<file path="src/rtl/core/xsfd_pkg.sv">
package xsfd_pkg;

  // Configuration register indexes
  localparam int CFG_INDEX_W = 1;
  localparam logic [CFG_INDEX_W-1:0] CFG_SCRAMBLE_KEY    = 1'b0;
  localparam logic [CFG_INDEX_W-1:0] CFG_MAX_FRAME_LENGTH = 1'b1;

  // Register reset values
  localparam logic [31:0] SCRAMBLE_KEY_RESET     = 32'h02B8_FE2B;
  localparam logic [15:0] MAX_FRAME_LENGTH_RESET = 16'd4092;

  // Header size in bytes; payload length is frame length minus this
  localparam logic [15:0] HEADER_LENGTH = 16'd4;

  typedef enum logic [1:0] {
    PH_HEADER  = 2'd0,
    PH_PAYLOAD = 2'd1,
    PH_ERROR   = 2'd2
  } phase_t;

  typedef enum logic [1:0] {
    KIND_PAYLOAD    = 2'd0,
    KIND_EMPTY_CMD  = 2'd1,
    KIND_BAD_LENGTH = 2'd2
  } kind_t;

  typedef struct packed {
    kind_t       kind;
    logic [15:0] command_id;
    logic [7:0]  payload_byte;
    logic [15:0] byte_index;
    logic        last;
    logic [15:0] frame_length;
  } result_t;

endpackage

</file>
<file path="src/rtl/core/xsfd_frame.sv">
module xsfd_frame (
  input  logic                   clk,
  input  logic                   rst,
  input  logic                   step,
  input  logic [7:0]             data_byte,
  input  logic                   abort,
  input  logic [31:0]            scramble_key,
  input  logic [15:0]            max_frame_length,
  output logic                   res_valid,
  output xsfd_pkg::result_t      res
);
  import xsfd_pkg::*;

  phase_t      phase, phase_next;
  logic [1:0]  header_count, header_count_next;
  logic [15:0] length_hold, length_hold_next;
  logic [15:0] command_hold, command_hold_next;
  logic [15:0] payload_position, payload_position_next;

  logic [1:0]  key_sel;
  logic [7:0]  key_byte;
  logic [7:0]  clear_byte;
  logic [1:0]  hc_eff;
  logic [15:0] final_pos;
  logic        pay_last;

  // Pick the key byte: header count in header phase, payload position in payload phase, key byte 0 otherwise
  always_comb begin
    hc_eff  = (phase == PH_HEADER) ? header_count : 2'd0;
    key_sel = (phase == PH_PAYLOAD) ? payload_position[1:0] : hc_eff;
    case (key_sel)
      2'd0:    key_byte = scramble_key[7:0];
      2'd1:    key_byte = scramble_key[15:8];
      2'd2:    key_byte = scramble_key[23:16];
      default: key_byte = scramble_key[31:24];
    endcase
    clear_byte = data_byte ^ key_byte;
    final_pos  = length_hold - (HEADER_LENGTH + 16'd1);
    pay_last   = (payload_position >= final_pos);
  end

  // Next state and result for one byte
  always_comb begin
    phase_next            = phase;
    header_count_next     = header_count;
    length_hold_next      = length_hold;
    command_hold_next     = command_hold;
    payload_position_next = payload_position;
    res_valid             = 1'b0;
    res.kind              = KIND_PAYLOAD;
    res.payload_byte      = 8'd0;
    res.byte_index        = 16'd0;
    res.last              = 1'b1;

    if (abort) begin
      phase_next            = PH_HEADER;
      header_count_next     = 2'd0;
      length_hold_next      = 16'd0;
      command_hold_next     = 16'd0;
      payload_position_next = 16'd0;
    end else begin
      unique case (phase)
        PH_ERROR: begin
          // drop bytes until abort
        end
        PH_PAYLOAD: begin
          res_valid        = 1'b1;
          res.kind         = KIND_PAYLOAD;
          res.payload_byte = clear_byte;
          res.byte_index   = payload_position;
          res.last         = pay_last;
          if (pay_last) begin
            phase_next            = PH_HEADER;
            header_count_next     = 2'd0;
            payload_position_next = 16'd0;
          end else begin
            payload_position_next = payload_position + 16'd1;
          end
        end
        default: begin
          // Header byte; an unknown phase code acts as a fresh header
          phase_next = PH_HEADER;
          case (hc_eff)
            2'd0:    length_hold_next  = {length_hold[15:8], clear_byte};
            2'd1:    length_hold_next  = {clear_byte, length_hold[7:0]};
            2'd2:    command_hold_next = {command_hold[15:8], clear_byte};
            default: command_hold_next = {clear_byte, command_hold[7:0]};
          endcase
          if (hc_eff != 2'd3) begin
            header_count_next = hc_eff + 2'd1;
          end else begin
            header_count_next     = 2'd0;
            payload_position_next = 16'd0;
            if (length_hold < HEADER_LENGTH || length_hold > max_frame_length) begin
              phase_next = PH_ERROR;
              res_valid  = 1'b1;
              res.kind   = KIND_BAD_LENGTH;
            end else if (length_hold == HEADER_LENGTH) begin
              res_valid = 1'b1;
              res.kind  = KIND_EMPTY_CMD;
            end else begin
              phase_next = PH_PAYLOAD;
            end
          end
        end
      endcase
    end

    // Result tags carry the header as it stands after this byte
    res.command_id   = command_hold_next;
    res.frame_length = length_hold_next;
  end

  // Hold frame state
  always_ff @(posedge clk) begin
    if (rst) begin
      phase            <= PH_HEADER;
      header_count     <= 2'd0;
      length_hold      <= 16'd0;
      command_hold     <= 16'd0;
      payload_position <= 16'd0;
    end else if (step) begin
      phase            <= phase_next;
      header_count     <= header_count_next;
      length_hold      <= length_hold_next;
      command_hold     <= command_hold_next;
      payload_position <= payload_position_next;
    end
  end

endmodule

</file>
<file path="src/rtl/core/xor_scrambled_frame_deframer.sv">
// Path: an accepted byte waits in the input register; its result, if it makes one, is held in the
//   result register that drives m_*, and m_tready low stalls both stages.
// Throughput: one byte per cycle while m_tready does not stall the result side; an input
//   register and a result register part the two sides, and the frame state updates once per byte.
// Reset (rst, synchronous): frame state returns to the header phase, both stages empty,
//   key and maximum length return to their defaults.
module xor_scrambled_frame_deframer (
  input  logic                                clk,
  input  logic                                rst,
  // input stream
  input  logic                                s_tvalid,
  output logic                                s_tready,
  input  logic [7:0]                          s_tdata,  // [7:0] data_byte
  input  logic                                s_tuser,  // [0] abort
  // result stream
  output logic                                m_tvalid,
  input  logic                                m_tready,
  output logic [55:0]                         m_tdata,  // [15:0] command_id,
                                                        // [23:16] payload_byte,
                                                        // [39:24] byte_index,
                                                        // [55:40] frame_length
  output logic [1:0]                          m_tuser,  // [1:0] kind
  output logic                                m_tlast,  // last
  // configuration writes
  input  logic                                cfg_valid,
  output logic                                cfg_ready,
  input  logic [xsfd_pkg::CFG_INDEX_W-1:0]    cfg_index,
  input  logic [31:0]                         cfg_data
);
  import xsfd_pkg::*;

  logic        in_valid;
  logic [7:0]  in_byte;
  logic        in_abort;
  logic        out_valid;
  result_t     out_res;
  logic        advance;
  logic        step;
  logic        res_valid;
  result_t     res;
  logic [31:0] scramble_key;
  logic [15:0] max_frame_length;

  assign advance   = !out_valid || m_tready;
  assign step      = in_valid && advance;
  assign s_tready  = !in_valid || advance;
  assign cfg_ready = 1'b1;

  // Write configuration registers
  always_ff @(posedge clk) begin
    if (rst) begin
      scramble_key     <= SCRAMBLE_KEY_RESET;
      max_frame_length <= MAX_FRAME_LENGTH_RESET;
    end else if (cfg_valid) begin
      case (cfg_index)
        CFG_SCRAMBLE_KEY:     scramble_key     <= cfg_data;
        CFG_MAX_FRAME_LENGTH: max_frame_length <= cfg_data[15:0];
        default: ;
      endcase
    end
  end

  // Input register: take a request whenever the stage is empty or moving on
  always_ff @(posedge clk) begin
    if (rst) begin
      in_valid <= 1'b0;
    end else if (s_tvalid && s_tready) begin
      in_valid <= 1'b1;
    end else if (advance) begin
      in_valid <= 1'b0;
    end
  end

  always_ff @(posedge clk) begin
    if (s_tvalid && s_tready) begin
      in_byte  <= s_tdata;
      in_abort <= s_tuser;
    end
  end

  xsfd_frame u_frame (
    .clk              (clk),
    .rst              (rst),
    .step             (step),
    .data_byte        (in_byte),
    .abort            (in_abort),
    .scramble_key     (scramble_key),
    .max_frame_length (max_frame_length),
    .res_valid        (res_valid),
    .res              (res)
  );

  // Result register
  always_ff @(posedge clk) begin
    if (rst) begin
      out_valid <= 1'b0;
    end else if (advance) begin
      out_valid <= step && res_valid;
    end
  end

  always_ff @(posedge clk) begin
    if (step && res_valid) begin
      out_res <= res;
    end
  end

  assign m_tvalid = out_valid;
  assign m_tdata  = {out_res.frame_length, out_res.byte_index,
                     out_res.payload_byte, out_res.command_id};
  assign m_tuser  = out_res.kind;
  assign m_tlast  = out_res.last;

endmodule
</file>
<file path="config.mk">
export PLATFORM = sky130hd
export DESIGN_NAME = xor_scrambled_frame_deframer
export DESIGN_NICKNAME = d
export VERILOG_FILES = /design/src/rtl/core/xsfd_pkg.sv /design/src/rtl/core/xsfd_frame.sv /design/src/rtl/core/xor_scrambled_frame_deframer.sv
export SDC_FILE = /design/constraint.sdc
export NUM_CORES = 1
export LEC_CHECK = 0
export BUFFER_PORTS_ARGS = -buffer_cell sky130_fd_sc_hd__buf_2
export CORE_MARGIN = 5
export CORE_UTILIZATION = 55
export CTS_CLUSTER_SIZE = 40
export DETAILED_ROUTE_END_ITERATION = 8
export GPL_ROUTABILITY_DRIVEN = 0
export PLACE_DENSITY_LB_ADDON = 0.08
export SETUP_SLACK_MARGIN = 0.02
export SYNTH_ARGS = -nofsm -noshare
export SYNTH_HDL_FRONTEND = slang
export SYNTH_HIERARCHICAL = 1
export SYNTH_SLANG_ARGS = --single-unit
</file>
<file path="constraint.sdc">
create_clock -name clk -period 5.95 [get_ports clk]
set_clock_uncertainty 0.05 [all_clocks]
set_input_delay 0.595 -clock clk [delete_from_list [all_inputs] [get_ports clk]]
set_output_delay 0.595 -clock clk [all_outputs]
set_load 0.02 [all_outputs]
</file>
# Word-level counts from Yosys, hierarchy flattened
# Index checks and enable logic that the tools add are counted.
[op_classes] addsub=3 magnitude_cmp=3 eq_ne=11 muxes=31 bitwise_logic=3 reduce_logical=21
[ops] op="16-bit two-way mux" n=7
[ops] op="16-bit case mux with 2 select lines" n=3
[ops] op="8-bit case mux with 3 select lines" n=1
[ops] op="2-bit two-way mux" n=9
[ops] op="16-bit by 1-bit adder with 16-bit output (second input constant)" n=1
[ops] op="16-bit by 3-bit equality test with 1-bit output (second input constant)" n=1
[ops] op="16-bit >= comparator" n=1
[ops] op="16-bit > comparator" n=1
[ops] op="16-bit by 3-bit < comparator with 1-bit output (second input constant)" n=1
[ops] op="16-bit by 3-bit subtractor with 16-bit output (second input constant)" n=1
[ops] op="1-bit two-way mux" n=8
[ops] op="2-bit case mux with 2 select lines" n=2
[ops] op="8-bit XOR" n=1
[ops] op="2-bit by 1-bit equality test with 1-bit output (second input constant)" n=3
[ops] op="2-bit equality test (second input constant)" n=3
[ops] op="2-bit logical NOT" n=3
[ops] op="3-bit by 2-bit != test with 1-bit output (second input constant)" n=2
[ops] op="3-bit AND reduction" n=2
[ops] op="2-bit OR reduction" n=3
[ops] op="5-bit OR reduction" n=1
[ops] op="2-bit != test (second input constant)" n=2
[ops] op="2-bit AND reduction" n=2
[ops] op="4-bit OR reduction" n=1
[ops] op="1-bit logical AND" n=3
[ops] op="6 further kinds" n=10
[totals] reg_bits=170 input_bits=47 output_inout_bits=62

# Depth between registers and ports, before layout
[logic_depth] ltp_word=9 mapped_depth=16 mapped_depth_nobuf=15

# Hierarchy
# The synthesis kept the hierarchy.
[modules_own_cells] module="xor_scrambled_frame_deframer" n_inst=1 cells_per_inst=287 area_each_um2=4189.0 seq_area_each_um2=3042.9
[modules_own_cells] module="xsfd_frame" n_inst=1 cells_per_inst=500 area_each_um2=3896.2 seq_area_each_um2=1041.0

# Worst setup path after synthesis
# Ideal clock, no wire load.
[synth_path] kind="register to register" start="register u_frame.length_hold[7]" end="register out_res (netlist bit m_tdata[0]) (enable)" setup_ns=0.483 arrival_ns=4.576 t_required_ns=5.417 slack_ns=0.841 stages_incl_launch_ff=11 n_path_buf=1 cell_sequence="dfxtp_1 -> buf_6 -> nor4_4 -> nand2b_2 -> or3_4 -> or4_4 -> nand2_2 -> nor3b_1 -> nor2_1 -> nand2_1 -> nor2b_1"
[synth_between] elab_chain_len=7 word_cells_on_any_way=10
[synth_rtl] item="from (decl)" line_no="xsfd_frame.sv:16" source="logic [15:0] length_hold, length_hold_next;"
[synth_rtl] item="from (signal assigned)" line_no="xsfd_frame.sv:125" source="length_hold <= length_hold_next;"
[synth_rtl] item="16-bit by 3-bit < comparator with 1-bit output (tied with other cells)" line_no="xsfd_frame.sv:94" source="if (length_hold < HEADER_LENGTH || length_hold > max_frame_length) begin"
[synth_rtl] item="1-bit logical OR or 1-bit two-way mux (tied branches)" line_no="xsfd_frame.sv:94, xsfd_frame.sv:98"
[synth_rtl] item="1-bit two-way mux (*)" line_no="xsfd_frame.sv:94"
[synth_rtl] item="1-bit two-way mux (*)" line_no="xsfd_frame.sv:89" source="if (hc_eff != 2'd3) begin"
[synth_rtl] item="1-bit case mux with 2 select lines (*)" line_no="xsfd_frame.sv:62" source="unique case (phase)"
[synth_rtl] item="1-bit two-way mux (*)" line_no="xsfd_frame.sv:55" source="if (abort) begin"
[synth_rtl] item="named net res_valid" line_no="xor_scrambled_frame_deframer.sv:39" source="logic res_valid;"
[synth_rtl] item="1-bit logical AND (*)" line_no="xor_scrambled_frame_deframer.sv:103" source="if (step && res_valid) begin"
[synth_rtl] item="to (signal assigned)" line_no="xor_scrambled_frame_deframer.sv:104" source="out_res <= res;"
[synth_rtl] item="to (decl)" line_no="xor_scrambled_frame_deframer.sv:36" source="result_t out_res;"
# Mark *: on every way through the listed nets, which the timed path passes. The rest lies on a longest branch.
# A chain may end at the register's enable or synchronous reset.

# Worst setup path after layout
[layout_path] start="register u_frame.length_hold[0]" end="register u_frame.payload_position[2]"
[layout_between] elab_chain_len=5
[layout_rtl] item="16-bit by 3-bit subtractor with 16-bit output" line_no="xsfd_frame.sv:38" source="final_pos = length_hold - (HEADER_LENGTH + 16'd1);"
[layout_rtl] item="16-bit >= comparator" line_no="xsfd_frame.sv:39" source="pay_last = (payload_position >= final_pos);"
[layout_rtl] item="16-bit two-way mux" line_no="xsfd_frame.sv:72" source="if (pay_last) begin"
[layout_rtl] item="16-bit case mux with 2 select lines" line_no="xsfd_frame.sv:62"
[layout_rtl] item="16-bit two-way mux" line_no="xsfd_frame.sv:55"
[layout_rtl] item="to (signal assigned)" line_no="xsfd_frame.sv:127" source="payload_position <= payload_position_next;"
[layout_rtl] item="to (decl)" line_no="xsfd_frame.sv:18" source="logic [15:0] payload_position, payload_position_next;"
# No other way between the ends.

==> results.md <==
- Rel. slew slack: 0.2694
- Gr ovfl total: 0
- Hold-fix buffers at CTS: 0
- Setup TNS: 0 ps
- Cell taking the most area after synthesis: dfxtp_1
- Largest family of logic cells by synthesized area: simple AND/OR/NAND/NOR gates
- Number of global-route vias before repair: 6,070
- Maximum VDD drop: 174.4 uV
- Net Count, Synth: 876
- Status: finished clean
- Hpwl dp: 14.01 mm
- Flip-flop and latch area: 4084 sq um
- Post-DRT Antenna Nets: 0
- Post-Synth XOR/XNOR Area: 0.04008
- WS Path Type: register to register
- Number of clock buffers inserted by TritonCTS: 17
- Reg2reg path depth: 15
- Layout area overhead: 14.38%
- Layout fillers: 1,248
- Reg-to-reg slack, setup: 2060 ps
- Site Rows: 44
- Top cell type's share of synthesized area: 0.2526
- Worst endpoint required time: 6160 ps
- Syn Area/Cell: 10.27 sq um
- Wirelength per Cell: 17.95 um
- Pwr Density: 276.2 nW/um^2
- Via-to-Cell Ratio: 5.780
- Number of synthesized flops with an enable pin: 68
- CTS tree: done
- First-pass GRT wire length: 31.75 mm
- DIE HEIGHT: 131.2 um
- Placeable Area: 14,480 sq um
- Final Hold Fails: 0
- Maxcap violations: 0
- Iteration-0 DRC Markers: 485
- Clk_lat worst skew: 430 ps
- Library cells used by synthesis: 56
- Clock sinks: 170
- Final min period: 3893 ps
- Async SR Flop Fraction: 0
- F_max: 0.2569 GHz
- DIE WIDTH: 131.2 um
- DR pass1 iterations: 5
- Clock Path Buffers: 2
- Worst Hold Depth: 1
- Nets: 973
- Seq cells post-synth: 170
- YS warnings: 6
- Initial antenna violation count: 0
- Buffers on Ports: 107
- Area of the multi-input gates: 3667 sq um
- Cell Count, Final, Fillers Out: 1,081
- Leak pwr: 0.003633 uW
- Clock Tree Root: clkbuf_16
- Slew Viols, Final: 0
- Critical path data arrival time: 4110 ps
- Hold crit path type: input port to register
- Post-Synth Adder-Cell Area: 0.06500
- Proportion of synthesized area in mux cells: 0.04333
- Most common cell after layout, fill and taps aside: buf_2
- Layout cells sized above 1: 0.1906
- Final setup violation count: 0
- CP Max Fanout: 15
- Final period util: 0.6542
- Starting Density: 0.5584
- RSZ-0062 raised after global routing: false
- Main synth FF type: dfxtp_1
- Placed Instances: 1,049
- # IOs: 109
- Clock-pin slew on the worst setup and hold paths: 70 ps
- Setup WS pre-CTS: 2046 ps
- Post-Synthesis Cells: 787
- Crit path capture type: register
- Type of origin of the critical path: register
- Post-synthesis sequential area ratio: 0.5051
- Most frequent cells in the layout: 107 x buf_2, 102 x dfxtp_1, 78 x nand2_1, 78 x nor2_1, 78 x o21ai_0
- H-Tree Depth: 4
- Synth area leaders: dfxtp_1 25%, edfxtp_1 25%, ha_1 6.5%, o21ai_0 4.8%, nand2_1 3.6%
- Number of diodes: 0
- Die ar.: 17,230 sq um
- Synth Area in Compound Gates: 0.1170
- Worst Slack Setup Final: 2057 ps
- Total track usage: 0.2261
- Largest net degree at the start of global routing: 95
- Post-CTS Resized: 0
- Vias: 6,248
- Setup bufs post-CTS: 0
- Aggregate routed wire length: 19.40 mm
- Drt drc: 0
- Post-Synth Simple-Gate Area: 0.1868
- Cell Area, Synth: 8085 sq um
- Worst-margin pin slew: 1088 ps
-- final cells by class --
type,count,share of cell area
flip-flops and latches,170,0.4416
multi-input cells,554,0.3966
repair buffers,110,0.06034
clock buffers,17,0.04600
well taps,184,0.02490
clock inverters,15,0.01799
inverters,31,0.01258
-- logic make-up after synthesis --
group,after synthesis
simple gates,289
flops,170
fa+ha+maj,42
buf+inv,63
mux,25
xor+xnor,37
compound gates,160
other cells,1
-- worst max-delay path, cell delays in order, from the launching register on --
cell      delay (ps)
dfxtp_1          310
inv_1            170
ha_1             250
inv_1             50
a21oi_1          250
nand2_1          170
nor4_1           290
xnor2_1          120
ha_1             310
nand3_1          100
nor3_1           200
a211oi_1          70
a21boi_0         270
o21bai_1         140
o21bai_1         840
nor2_1           140
-- worst paths after layout --
| check | from | end |
|---|---|---|
| setup / recovery | u_frame/length_hold[0]$_SDFFE_PP0P_ | u_frame/payload_position[2]$_SDFFE_PP0P_ |
| hold / removal | s_tdata[2] | in_byte[2]$_DFFE_PP_ |
| setup reg to reg | u_frame/length_hold[0]$_SDFFE_PP0P_ | u_frame/payload_position[2]$_SDFFE_PP0P_ |
| hold reg to reg | u_frame/command_hold[7]$_SDFFE_PP0P_ | u_frame/command_hold[7]$_SDFFE_PP0P_ |
-- sequential cells by signal, indices dropped and copies added, names as in the netlist, 8 cells and up --
name                      cells
m_tdata                      56
in_byte                       8
u_frame/payload_position     16
u_frame/length_hold          16
max_frame_length             16
u_frame/command_hold         16
scramble_key                 32
-- layer usage --
| metal | track usage | vias up | wire length [um] |
|---|---|---|---|
| li1 | - | 2987 | - |
| met5 | 0 | - | 0 |
| met3 | 0.05008 | 47 | 1239 |
| met1 | 0.2929 | 2965 | 8301 |
| met2 | 0.3643 | 249 | 9246 |
| met4 | 0.1005 | 0 | 615 |
-- per-stage QoR --
step                instance area, sq um  total power, uW  hold slack, ps    util
floorplan                           8085             1420           374.9       -
global placement                    8656             1476           384.9  0.5978
detailed placement                  8656             1484           391.9  0.5978
CTS                                 9248             2573           269.0  0.6387
global route                        9248             2647           270.1  0.6387
finish                              9248             2554           288.2  0.6387
-- cells in the mapped netlist, types with 9 or more instances --
cell       instances
dfxtp_1          102
nand2_1           78
nor2_1            78
o21ai_0           78
edfxtp_1          68
ha_1              42
inv_1             31
a21oi_1           28
xnor2_1           23
nand2b_1          20
nand3_1           20
and2_1            19
mux2i_1           17
nand4bb_1         15
xor2_1            14
nand4_1           12
nor3_1            10
a211oi_1           9
buf_6              9
clkbuf_1           9
-- where the power goes --
part | switching [uW] | total [uW] | leakage [uW] | internal [uW]
Sequential | 21.0 | 1250 | 0.00142 | 1230
Clock | 469 | 1090 | 0.000283 | 625
Combinational | 129 | 210 | 0.00193 | 81.1
Total | 619 | 2550 | 0.00363 | 1940
Note: power is estimated with default switching activity, not from simulation.
